**src/rtl/tcaas_pkg.sv**
```systemverilog
// Shared widths and constants for the two-channel averaging smoother.
package tcaas_pkg;

    localparam int SAMPLE_W  = 13;  // signed converter sample
    localparam int LEVEL_W   = 13;  // signed smoothed level / average
    localparam int SUPPLY_W  = 12;  // unsigned channel 0 level on the result beat
    localparam int SENSE_W   = 13;  // signed channel 1 level on the result beat
    localparam int S_TDATA_W = 16;  // sample padded to whole bytes
    localparam int M_TDATA_W = 32;  // both levels padded to whole bytes

endpackage

```
**src/rtl/tcaas_accum.sv**
```systemverilog
// Per-channel frame accumulator with a registered frame-sum beat.
module tcaas_accum #(
    parameter int SAMPLES_PER_CHANNEL = 4,
    parameter int SUM_W               = 15
) (
    input  logic                                aclk,
    input  logic                                aresetn,
    input  logic                                in_valid,
    output logic                                in_ready,
    input  logic signed [tcaas_pkg::SAMPLE_W-1:0] in_sample,
    output logic                                frm_valid,
    input  logic                                frm_ready,
    output logic signed [SUM_W-1:0]             frm_sum0,
    output logic signed [SUM_W-1:0]             frm_sum1
);
    import tcaas_pkg::*;

    localparam int FRAME_LEN = 2 * SAMPLES_PER_CHANNEL;
    localparam int POS_W     = (FRAME_LEN > 2) ? $clog2(FRAME_LEN) : 1;
    localparam logic [POS_W-1:0] LAST_POS = POS_W'(FRAME_LEN - 1);

    logic [POS_W-1:0]        pos_reg, pos_next;
    logic signed [SUM_W-1:0] sum0_reg, sum0_next;
    logic signed [SUM_W-1:0] sum1_reg, sum1_next;
    logic                    frm_valid_reg, frm_valid_next;
    logic signed [SUM_W-1:0] frm_sum0_reg, frm_sum1_reg;
    logic signed [SUM_W-1:0] sample_ext;
    logic                    accept, last;

    assign in_ready   = !frm_valid_reg || frm_ready;
    assign accept     = in_valid && in_ready;
    assign last       = (pos_reg == LAST_POS);
    assign sample_ext = SUM_W'(in_sample);

    always_comb begin
        pos_next       = pos_reg;
        sum0_next      = sum0_reg;
        sum1_next      = sum1_reg;
        frm_valid_next = frm_valid_reg && !frm_ready;
        if (accept) begin
            if (last) begin
                // last beat of a frame is always channel 1
                pos_next       = '0;
                sum0_next      = '0;
                sum1_next      = '0;
                frm_valid_next = 1'b1;
            end else begin
                pos_next = pos_reg + POS_W'(1);
                if (pos_reg[0]) begin
                    sum1_next = sum1_reg + sample_ext;
                end else begin
                    sum0_next = sum0_reg + sample_ext;
                end
            end
        end
    end

    always_ff @(posedge aclk) begin
        if (!aresetn) begin
            pos_reg       <= '0;
            sum0_reg      <= '0;
            sum1_reg      <= '0;
            frm_valid_reg <= 1'b0;
        end else begin
            pos_reg       <= pos_next;
            sum0_reg      <= sum0_next;
            sum1_reg      <= sum1_next;
            frm_valid_reg <= frm_valid_next;
        end
    end

    always_ff @(posedge aclk) begin
        if (accept && last) begin
            frm_sum0_reg <= sum0_reg;
            frm_sum1_reg <= sum1_reg + sample_ext;
        end
    end

    assign frm_valid = frm_valid_reg;
    assign frm_sum0  = frm_sum0_reg;
    assign frm_sum1  = frm_sum1_reg;

endmodule

```
**src/rtl/tcaas_divide.sv**
```systemverilog
// Divide both frame sums by the samples per channel via reciprocal multiply.
module tcaas_divide #(
    parameter int SAMPLES_PER_CHANNEL = 4,
    parameter int SUM_W               = 15
) (
    input  logic                               aclk,
    input  logic                               aresetn,
    input  logic                               frm_valid,
    output logic                               frm_ready,
    input  logic signed [SUM_W-1:0]            frm_sum0,
    input  logic signed [SUM_W-1:0]            frm_sum1,
    output logic                               quo_valid,
    input  logic                               quo_ready,
    output logic [tcaas_pkg::LEVEL_W-1:0]      quo_mag0,
    output logic [tcaas_pkg::LEVEL_W-1:0]      quo_mag1,
    output logic                               quo_neg0,
    output logic                               quo_neg1
);
    import tcaas_pkg::*;

    // magnitude < 2^SUM_W; exact floor for all such values with this shift
    localparam int L      = $clog2(SAMPLES_PER_CHANNEL);
    localparam int SHIFT  = SUM_W + L;
    localparam int RECIP_W = SUM_W + 1;
    localparam int PROD_W = SUM_W + RECIP_W;
    localparam logic [RECIP_W-1:0] RECIP =
        RECIP_W'(((1 << SHIFT) + SAMPLES_PER_CHANNEL - 1) / SAMPLES_PER_CHANNEL);

    logic [SUM_W-1:0]   mag0, mag1;
    logic [PROD_W-1:0]  prod0, prod1;
    logic               quo_valid_reg;
    logic [LEVEL_W-1:0] mag0_reg, mag1_reg;
    logic               neg0_reg, neg1_reg;
    logic               load;

    assign frm_ready = !quo_valid_reg || quo_ready;
    assign load      = frm_valid && frm_ready;

    assign mag0  = frm_sum0[SUM_W-1] ? SUM_W'(-frm_sum0) : SUM_W'(frm_sum0);
    assign mag1  = frm_sum1[SUM_W-1] ? SUM_W'(-frm_sum1) : SUM_W'(frm_sum1);
    assign prod0 = PROD_W'(mag0) * PROD_W'(RECIP);
    assign prod1 = PROD_W'(mag1) * PROD_W'(RECIP);

    always_ff @(posedge aclk) begin
        if (!aresetn) begin
            quo_valid_reg <= 1'b0;
        end else if (frm_ready) begin
            quo_valid_reg <= frm_valid;
        end
    end

    always_ff @(posedge aclk) begin
        if (load) begin
            mag0_reg <= prod0[SHIFT +: LEVEL_W];
            mag1_reg <= prod1[SHIFT +: LEVEL_W];
            neg0_reg <= frm_sum0[SUM_W-1];
            neg1_reg <= frm_sum1[SUM_W-1];
        end
    end

    assign quo_valid = quo_valid_reg;
    assign quo_mag0  = mag0_reg;
    assign quo_mag1  = mag1_reg;
    assign quo_neg0  = neg0_reg;
    assign quo_neg1  = neg1_reg;

endmodule

```
**src/rtl/tcaas_smooth.sv**
```systemverilog
// Exponential smoothers for both channels, doubling as the result register.
module tcaas_smooth (
    input  logic                                 aclk,
    input  logic                                 aresetn,
    input  logic                                 quo_valid,
    output logic                                 quo_ready,
    input  logic [tcaas_pkg::LEVEL_W-1:0]        quo_mag0,
    input  logic [tcaas_pkg::LEVEL_W-1:0]        quo_mag1,
    input  logic                                 quo_neg0,
    input  logic                                 quo_neg1,
    output logic                                 res_valid,
    input  logic                                 res_ready,
    output logic signed [tcaas_pkg::LEVEL_W-1:0] level0,
    output logic signed [tcaas_pkg::LEVEL_W-1:0] level1
);
    import tcaas_pkg::*;

    localparam int ACC_W = LEVEL_W + 2;

    logic signed [LEVEL_W-1:0] avg0, avg1;
    logic signed [ACC_W-1:0]   acc0, acc1;
    logic signed [LEVEL_W-1:0] level0_reg, level0_next;
    logic signed [LEVEL_W-1:0] level1_reg, level1_next;
    logic                      seeded_reg;
    logic                      res_valid_reg;
    logic                      load;

    assign quo_ready = !res_valid_reg || res_ready;
    assign load      = quo_valid && quo_ready;

    // channel 0 clamps negatives to zero; channel 1 restores the sign
    assign avg0 = quo_neg0 ? '0 : $signed(quo_mag0);
    assign avg1 = quo_neg1 ? $signed(-quo_mag1) : $signed(quo_mag1);

    assign acc0 = ACC_W'(level0_reg) * ACC_W'(3) + ACC_W'(avg0);
    assign acc1 = ACC_W'(level1_reg) * ACC_W'(3) + ACC_W'(avg1);

    // dropping the two low bits of a signed value is a floor divide by four
    assign level0_next = seeded_reg ? $signed(acc0[ACC_W-1:2]) : avg0;
    assign level1_next = seeded_reg ? $signed(acc1[ACC_W-1:2]) : avg1;

    always_ff @(posedge aclk) begin
        if (!aresetn) begin
            level0_reg    <= '0;
            level1_reg    <= '0;
            seeded_reg    <= 1'b0;
            res_valid_reg <= 1'b0;
        end else begin
            if (quo_ready) begin
                res_valid_reg <= quo_valid;
            end
            if (load) begin
                level0_reg <= level0_next;
                level1_reg <= level1_next;
                seeded_reg <= 1'b1;
            end
        end
    end

    assign res_valid = res_valid_reg;
    assign level0    = level0_reg;
    assign level1    = level1_reg;

endmodule

```
**src/rtl/two_channel_adc_average_smoother.sv**
```systemverilog
// Top level of the two-channel frame averager with exponential smoothing.
//
//  channel | dir | beat contents (tdata, low bit first)      | when
//  --------+-----+--------------------------------------------+--------------------------
//  s_      | in  | [12:0] sample, [15:13] zero                | one per sample, ch0 then ch1
//  m_      | out | [11:0] supply_level, [24:12] sense_level,  | one per frame
//          |     | [31:25] zero                               |
//
// A sample beat can be taken every cycle while s_tready is high. The frame result
// passes from the accumulator's frame-sum register through the reciprocal multiply
// that divides both sums into the smoothers, whose registers are the result.
// aresetn (synchronous, active low) clears the sums, the frame position, the levels
// and the seeded flag. A stalled m_ beat holds; s_tready drops only while a frame
// result cannot move on through the stages behind the accumulator.
module two_channel_adc_average_smoother #(
    parameter int SAMPLES_PER_CHANNEL = 4
) (
    input  logic                             aclk,
    input  logic                             aresetn,
    input  logic                             s_tvalid,
    output logic                             s_tready,
    input  logic [tcaas_pkg::S_TDATA_W-1:0]  s_tdata,   // [12:0] sample
    output logic                             m_tvalid,
    input  logic                             m_tready,
    output logic [tcaas_pkg::M_TDATA_W-1:0]  m_tdata    // [11:0] supply_level,
                                                         // [24:12] sense_level
);
    import tcaas_pkg::*;

    // sum of SAMPLES_PER_CHANNEL samples never leaves this width
    localparam int SUM_W = SAMPLE_W + $clog2(SAMPLES_PER_CHANNEL);

    logic signed [SAMPLE_W-1:0] sample;
    logic                       frm_valid, frm_ready;
    logic signed [SUM_W-1:0]    frm_sum0, frm_sum1;
    logic                       quo_valid, quo_ready;
    logic [LEVEL_W-1:0]         quo_mag0, quo_mag1;
    logic                       quo_neg0, quo_neg1;
    logic signed [LEVEL_W-1:0]  level0, level1;

    assign sample = $signed(s_tdata[SAMPLE_W-1:0]);

    // accumulate samples and hand on one beat of sums per frame
    tcaas_accum #(
        .SAMPLES_PER_CHANNEL(SAMPLES_PER_CHANNEL),
        .SUM_W              (SUM_W)
    ) u_accum (
        .aclk     (aclk),
        .aresetn  (aresetn),
        .in_valid (s_tvalid),
        .in_ready (s_tready),
        .in_sample(sample),
        .frm_valid(frm_valid),
        .frm_ready(frm_ready),
        .frm_sum0 (frm_sum0),
        .frm_sum1 (frm_sum1)
    );

    // divide both sums, truncating toward zero
    tcaas_divide #(
        .SAMPLES_PER_CHANNEL(SAMPLES_PER_CHANNEL),
        .SUM_W              (SUM_W)
    ) u_divide (
        .aclk     (aclk),
        .aresetn  (aresetn),
        .frm_valid(frm_valid),
        .frm_ready(frm_ready),
        .frm_sum0 (frm_sum0),
        .frm_sum1 (frm_sum1),
        .quo_valid(quo_valid),
        .quo_ready(quo_ready),
        .quo_mag0 (quo_mag0),
        .quo_mag1 (quo_mag1),
        .quo_neg0 (quo_neg0),
        .quo_neg1 (quo_neg1)
    );

    // smooth and hold the result beat
    tcaas_smooth u_smooth (
        .aclk     (aclk),
        .aresetn  (aresetn),
        .quo_valid(quo_valid),
        .quo_ready(quo_ready),
        .quo_mag0 (quo_mag0),
        .quo_mag1 (quo_mag1),
        .quo_neg0 (quo_neg0),
        .quo_neg1 (quo_neg1),
        .res_valid(m_tvalid),
        .res_ready(m_tready),
        .level0   (level0),
        .level1   (level1)
    );

    // channel 0 level is never negative, so its low 12 bits carry it whole
    assign m_tdata = {(M_TDATA_W - SUPPLY_W - SENSE_W)'(0),
                      level1[SENSE_W-1:0],
                      level0[SUPPLY_W-1:0]};

endmodule

```
**config.mk**
```make
export PLATFORM = sky130hd
export DESIGN_NAME = two_channel_adc_average_smoother
export DESIGN_NICKNAME = d
export VERILOG_FILES = /design/src/rtl/tcaas_pkg.sv /design/src/rtl/tcaas_accum.sv /design/src/rtl/tcaas_divide.sv /design/src/rtl/tcaas_smooth.sv /design/src/rtl/two_channel_adc_average_smoother.sv
export SDC_FILE = /design/constraint.sdc
export NUM_CORES = 1
export LEC_CHECK = 0
export ABC_AREA = 1
export BUFFER_PORTS_ARGS = -buffer_cell sky130_fd_sc_hd__buf_2
export CELL_PAD_IN_SITES_DETAIL_PLACEMENT = 1
export CELL_PAD_IN_SITES_GLOBAL_PLACEMENT = 1
export CORE_MARGIN = 5
export CORE_UTILIZATION = 42
export DETAILED_ROUTE_END_ITERATION = 12
export HOLD_SLACK_MARGIN = 0.05
export PLACE_DENSITY = 0.84
export REMOVE_ABC_BUFFERS = 1
export SLEW_MARGIN = 20
export SYNTH_ARGS = -nofsm -noshare
export SYNTH_HDL_FRONTEND = slang
export SYNTH_SLANG_ARGS = --single-unit
```
**constraint.sdc**
```tcl
create_clock -name aclk -period 2.7 [get_ports aclk]
set_input_delay 0.135 -clock aclk [delete_from_list [all_inputs] [get_ports aclk]]
set_output_delay 0.135 -clock aclk [all_outputs]
set_load 0.02 [all_outputs]
```
==> reports/metrics.csv, run 1 <==
metric,value,unit
status,"finished, violations left",
failing checks,negative setup slack,
CP Data Required Time,3.00,ns
post-synthesis async set-or-reset flop share,0,%
"Critical Path, Cell by Cell","inv_2, ha_4, nand2_4, nand2_4, o21ai_1, nand3b_1, nand2_1, inv_1, fa_1, inv_1, ha_4, a21oi_2, nor2_1, nor3_2, nand3_1, nand2_1, nand3_2, nand3_2, a21oi_2",
Critical Path Sink Type,flip-flop,
Cell variety after synth,49,
fin worst setup slack,-0.631,ns
DR WL/cell,20.8,µm
clk buf depth,2,
I/O pins,54,
Period minus WS final,3.33,ns
Reg2Reg Setup Slack,-0.63,ns
H-tree levels,4,
final instance count without filler cells,1566,
Synth top area share,19.1,%
Max Slew Vio Count,0,
Peak VDD IR,0.000431,V
GRT overflow,0,
Initial Utilization,43.0,%
share of cells above drive strength 1,26.7,%
worst-skew pair later-pin latency,0.43,ns
overall routing resource usage,24.2,%
drt first pass iters,5,
total number of vias,8687,
P per Cell Area,422,nW/µm²
GPL Wtd Cong,0.927,
slew margin rel.,39.6,%
WP data arrival,3.63,ns
DP HPWL,19600,µm
number of global-route vias before repair,9245,
Worst Hold Class,in2reg,
post-synth top area cell,edfxtp_1,
R2R cell count,19,
DR DRC count,0,
clock root cell,clkbuf_16,
Post-Place Cells,1508,
Antenna diodes,0,
most numerous cell in the Yosys netlist,nand2_1,
Post-CTS Hold Fix Bufs,0,
Post-synth top cells,"232 x nand2_1, 210 x inv_1, 108 x a21oi_1",
Iteration-0 DRC Markers,537,
antenna violations before repair,0,
ys flop type,dfxtp_1,
Cells after Synth,1163,
hold wc startpoint,m_tready,
post-synthesis cell area,9100,µm²
DR vias/cell,5.55,
largest net degree at the start of global routing,32,
PortBufs,43,
Pwr Total,4.87,mW
"Largest stage delay, worst path",0.48,ns
Slowest cell on crit path,fa_1,
CTS tree,yes,
"top cells by area, synth","edfxtp_1 19%, dfxtp_1 14%, ha_1 11%",
Total Wirelength,32500,µm
placed instance area,9910,µm²
"Seq/Total Area, Yosys",33.0,%
number of flops mapped to enable cells by yosys,58,
Final setup viols,18,
static leakage,5.37,nW
Reg-to-Reg End,u_smooth.level1[11],
RSZ-0062 raised after global routing,true,
final hold slack,0.0985,ns
NumNets Final,1407,
DIE WIDTH,157,µm
startpoint types,flip-flop,
CTS Sinks,121,
first-pass GRT wire length,47200,µm
Die ar.,24700,µm²
crit share post-route,123,%
FF-to-FF Start,u_divide.quo_mag1[1],
Final Hold Viols,0,
synth-to-layout area growth,26.9,%
worst slew pin tran,0.905,ns
"Warnings, synthesis",0,
Max Fclk,300,MHz
CTS buffer count,17,
post-route design area,11500,µm²
Die Span Y,157,µm
Worst Skew,0.0155,ns
crit path from,u_divide.quo_mag1[1],
core area,21200,µm²
critical path type,reg2reg,
Worst-path clk slew,0.06,ns
number of max-cap violations,0,
row count,53,
Synth Register Bits,121,
ANT nets after route,0,
crit path max fanout,6,
"Avg Cell Area, Syn",7.82,µm²
crit path capture,u_smooth.level1[11],
==> worst min-delay path by stage <==
| stage | end | slack (ns) | cells past startpoint |
|---|---|---|---|
| finish | u_smooth.res_valid | 0.1 | 4 |
| global route | u_accum.pos_reg[0] | 0.11 | 3 |
| CTS | u_smooth.res_valid | 0.08 | 4 |
| detailed placement | u_accum.sum1_reg[12] | 0.46 | 2 |
| global placement | u_accum.sum1_reg[12] | 0.45 | 2 |
| floorplan | u_accum.frm_valid | 0.23 | 2 |
==> metrics by stage <==
step           setup slack, ns  TNS, ns  util [%]
6_report                -0.631    -6.08      54.6
3_5_place_dp            -0.616    -5.45      46.8
5_1_grt                 -0.783    -8.55      54.6
3_3_place_gp            -0.429    -3.69      46.8
4_1_cts                 -0.349    -3.10      52.5
2_1_floorplan           -0.205    -1.26         -
==> what timing repair did <==
| action | CTS | global route |
|---|---|---|
| endpoints found under the setup margin | 21 | 21 |
| pin swaps | 42 | 48 |
| resized for setup | 105 | 109 |
| setup buffers | 20 | 6 |
| gates cloned | 0 | 1 |
==> layout make-up <==
cell class	count	area, µm²
fill	2533	9610
timing repair inverter	1	7.51
timing repair buffer	129	892
tap	275	344
clock inverter	13	154
inverter	217	827
clock buffer	19	433
multi-input combinational	791	5880
sequential	121	3010
==> layer usage <==
metal | vias to the layer above | track usage, % | routed length, µm
li1 | 3994 | - | -
met1 | 4281 | 28.7 | 12900
met2 | 309 | 43.2 | 16500
met3 | 103 | 3.82 | 1660
met4 | 0 | 10.5 | 1420
met5 | - | 0 | 0
==> cells by family (layout without fill, tap and decap cells) <==
logic type	Yosys count	in the layout	synth area share, %
adder cells (fa/ha/maj)	109	109	17.1
buffers and inverters	257	379	11.5
other	1	7	0.0412
AO/OA/AOI/OAI	204	204	12.8
XOR/XNOR	55	55	5.46
AND/OR/NAND/NOR	416	416	20.0
flip-flops	121	121	33.0
==> power by group <==
part	switching (mW)	total [mW]	leakage [nW]	internal, mW
clock	0.895	2.34	0.282	1.44
sequential	0.0408	2.01	1.04	1.97
combinational	0.339	0.520	4.05	0.182
total	1.27	4.87	5.37	3.59
==> layout by cell type, fill, tap and decap left out, types with 8 or more instances in the layout <==
cell type	synthesis	layout
a21oi_1	108	87
a21oi_2	3	20
buf_2	2	43
buf_4	21	80
clkbuf_16	0	17
dfxtp_1	63	57
edfxtp_1	58	58
fa_1	26	24
ha_1	83	63
ha_4	0	18
inv_1	210	191
inv_2	4	19
nand2_1	232	186
nand2_2	2	35
nand2_4	2	15
nand3_1	73	60
nand3_2	1	12
nand3b_1	8	8
nand4_1	15	15
nor2_1	57	42
nor2_4	3	13
nor3_1	12	8
o21ai_0	38	27
o21ai_1	6	14
o21ai_2	6	8
o21bai_1	11	9
xnor2_1	18	17
xor2_1	35	31
==> worst max-delay path: cells and delay by family (launching register included) <==
family | cells | cell delay [ns]
DFF | 1 | 0.43
adders and majority gates | 3 | 0.92
buffers and inverters | 3 | 0.26
AOI/OAI and AO/OA | 3 | 0.35
and+or+nand+nor | 10 | 1.26
No activity file was read; power rests on OpenSTA's default activity.
==> inputs of run 2 (changes only) <==
- BUFFER_PORTS_ARGS: -buffer_cell sky130_fd_sc_hd__buf_2 -> -buffer_cell sky130_fd_sc_hd__buf_4
- MAX_ROUTING_LAYER: unset -> met4
==> reports/metrics.csv, run 2 (synthesis results as in run 1) <==
metric,value,unit,change
Die ar.,24700,µm²,unchanged
CTS Sinks,121,,unchanged
Comb power frac,11.3,%,+0.6 points
crit path max fanout,5,,-1
clk buf depth,2,,unchanged
ANT nets after route,0,,unchanged
Post-Place Cells,1509,,+0.066%
Switch Pwr,1.37,mW,+7.2%
P per Cell Area,409,nW/µm²,-2.9%
CTS buffer count,17,,unchanged
CP Data Required Time,3.04,ns,+0.04 ns
Antenna diodes,0,,unchanged
highest-count cells in the layout ignoring fill and taps,"197 x nand2_1, 188 x inv_1, 124 x buf_4, 90 x a21oi_1, 64 x ha_1",,
critical path type,reg2reg,,
Iteration-0 DRC Markers,512,,-4.7%
slew margin rel.,40.4,%,+0.76 points
Critical Path Sink Type,flip-flop,,
Worst Hold Class,in2reg,,
DIE WIDTH,157,µm,unchanged
largest net degree at the start of global routing,32,,unchanged
final hold slack,0.108,ns,+0.00908 ns
Worst Skew,0.0121,ns,-0.00343 ns
H-tree levels,4,,unchanged
worst-skew pair later-pin latency,0.43,ns,about the same
Initial Utilization,43.0,%,unchanged
synth-to-layout area growth,26.6,%,
DR WL/cell,20.6,µm,-0.63%
status,"finished, violations left",,
GPL Wtd Cong,0.916,,-1.1%
post-place setup slack,-0.535,ns,+0.0806 ns
Post-CTS Hold Fix Bufs,0,,unchanged
Pwr Total,4.71,mW,-3.2%
Int Pwr,3.35,mW,-6.8%
number of max-cap violations,0,,unchanged
drt first pass iters,5,,unchanged
RSZ-0062 raised after global routing,true,,
crit share post-route,126,%,+2.9 points
CTS tree,yes,,
clock root cell,clkbuf_16,,
final instance count without filler cells,1565,,-0.064%
share of cells above drive strength 1,25.8,%,-0.91 points
WP data arrival,3.75,ns,+0.12 ns
row count,53,,unchanged
switch share,29.0,%,+2.8 points
DP HPWL,20000,µm,+2.0%
Reg power frac,42.6,%,+1.3 points
worst slew pin tran,0.894,ns,-0.0114 ns
Final setup viols,15,,-3
total number of vias,8665,,-0.25%
PortBufs,43,,unchanged
failing checks,negative setup slack,,
"commonest non-fill, non-tap cell in the layout",nand2_1,,
first-pass GRT wire length,47200,µm,-0.12%
number of global-route vias before repair,9193,,-0.56%
Die Span Y,157,µm,unchanged
placed instance area,10000,µm²,+1.2%
Final Hold Viols,0,,unchanged
static leakage,5.31,nW,-0.99%
Worst-path clk slew,0.06,ns,about the same
DR DRC count,0,,unchanged
DR vias/cell,5.54,,-0.19%
core area,21200,µm²,unchanged
"Core Util, Final",54.5,%,-0.13 points
post-route design area,11500,µm²,-0.24%
TNS Setup,-5.40,ns,+0.682 ns
I/O pins,54,,unchanged
Total Wirelength,32300,µm,-0.69%
GRT overflow,0,,unchanged
Clk network pwr share,46.1,%,-1.9 points
Period minus WS final,3.41,ns,+0.0796 ns
overall routing resource usage,24.9,%,+0.66 points
startpoint types,flip-flop,,
Peak VDD IR,0.000402,V,-6.8%
Max Fclk,293,MHz,-2.3%
NumNets Final,1406,,-0.071%
Max Slew Vio Count,0,,unchanged
fin worst setup slack,-0.711,ns,-0.0796 ns
antenna violations before repair,0,,unchanged
[run 2: power by group through the flow]
| stage | Clock (mW) | Combinational (mW) | Sequential (mW) |
|---|---|---|---|
| 5_1_grt | 2.28 | 0.595 | 2.01 |
| 2_1_floorplan | 0 | 0.358 | 2.03 |
| 3_3_place_gp | 0 | 0.483 | 2.04 |
| 3_5_place_dp | 0 | 0.511 | 2.05 |
| 4_1_cts | 2.18 | 0.524 | 2.01 |
| 6_report | 2.17 | 0.533 | 2.01 |
[run 2: per-layer routing]
metal | vias to the layer above | global-route usage (%) | routed length [µm] | part of all wire (%)
li1 | 4001 | - | - | -
met1 | 4264 | 28.6 | 13000 | 40
met4 | 0 | 8.32 | 1390 | 4.3
met5 | - | - | 0 | 0
met2 | 292 | 44.6 | 16600 | 51
met3 | 108 | 3.44 | 1330 | 4.1
[run 2: layout make-up]
class                           count  area [µm²]
Fill cell                        2536        9640
Multi-Input combinational cell    791        5810
Sequential cell                   121        3020
Timing Repair Buffer              128         976
Inverter                          217         822
Clock buffer                       18         429
Tap cell                          275         344
Clock inverter                     14         113
Timing Repair inverter              1        5.00
[run 2: worst paths after layout]
path                                           start              endpoint  slack [ns]  depth (start not counted)
worst max-delay path               u_divide.quo_neg1   u_smooth.level1[11]       -0.71                         19
worst min-delay path                      s_tdata[0]   u_accum.frm_sum1[0]        0.11                          2
worst max register to register     u_divide.quo_neg1   u_smooth.level1[11]       -0.71                         19
worst min register to register  u_accum.sum1_reg[13]  u_accum.sum1_reg[13]        0.47                          2
[run 2: critical path: stages (launching register included)]
cell and delay [ns]:
edfxtp_1 0.43, buf_4 0.19, buf_4 0.15, nand2_1 0.13, nand2_4 0.09, inv_2 0.08, nand3_1 0.11, nand2_1 0.10
inv_1 0.07, fa_1 0.58, inv_1 0.08, ha_4 0.31, nand2_4 0.08, nor2_4 0.13, nand4_1 0.19, nand3_1 0.17
nand2_1 0.08, nand3_1 0.07, nand3_1 0.07, a21oi_1 0.20
[run 2: what timing repair did]
| item | in CTS | in global routing |
|---|---|---|
| setup endpoints to repair | 19 | 21 |
| gates resized for setup | 97 | 93 |
| pin swaps | 32 | 56 |
| endpoints found under the hold margin | 0 | 0 |
| setup buffers | 13 | 10 |
| cloned | 0 | 1 |
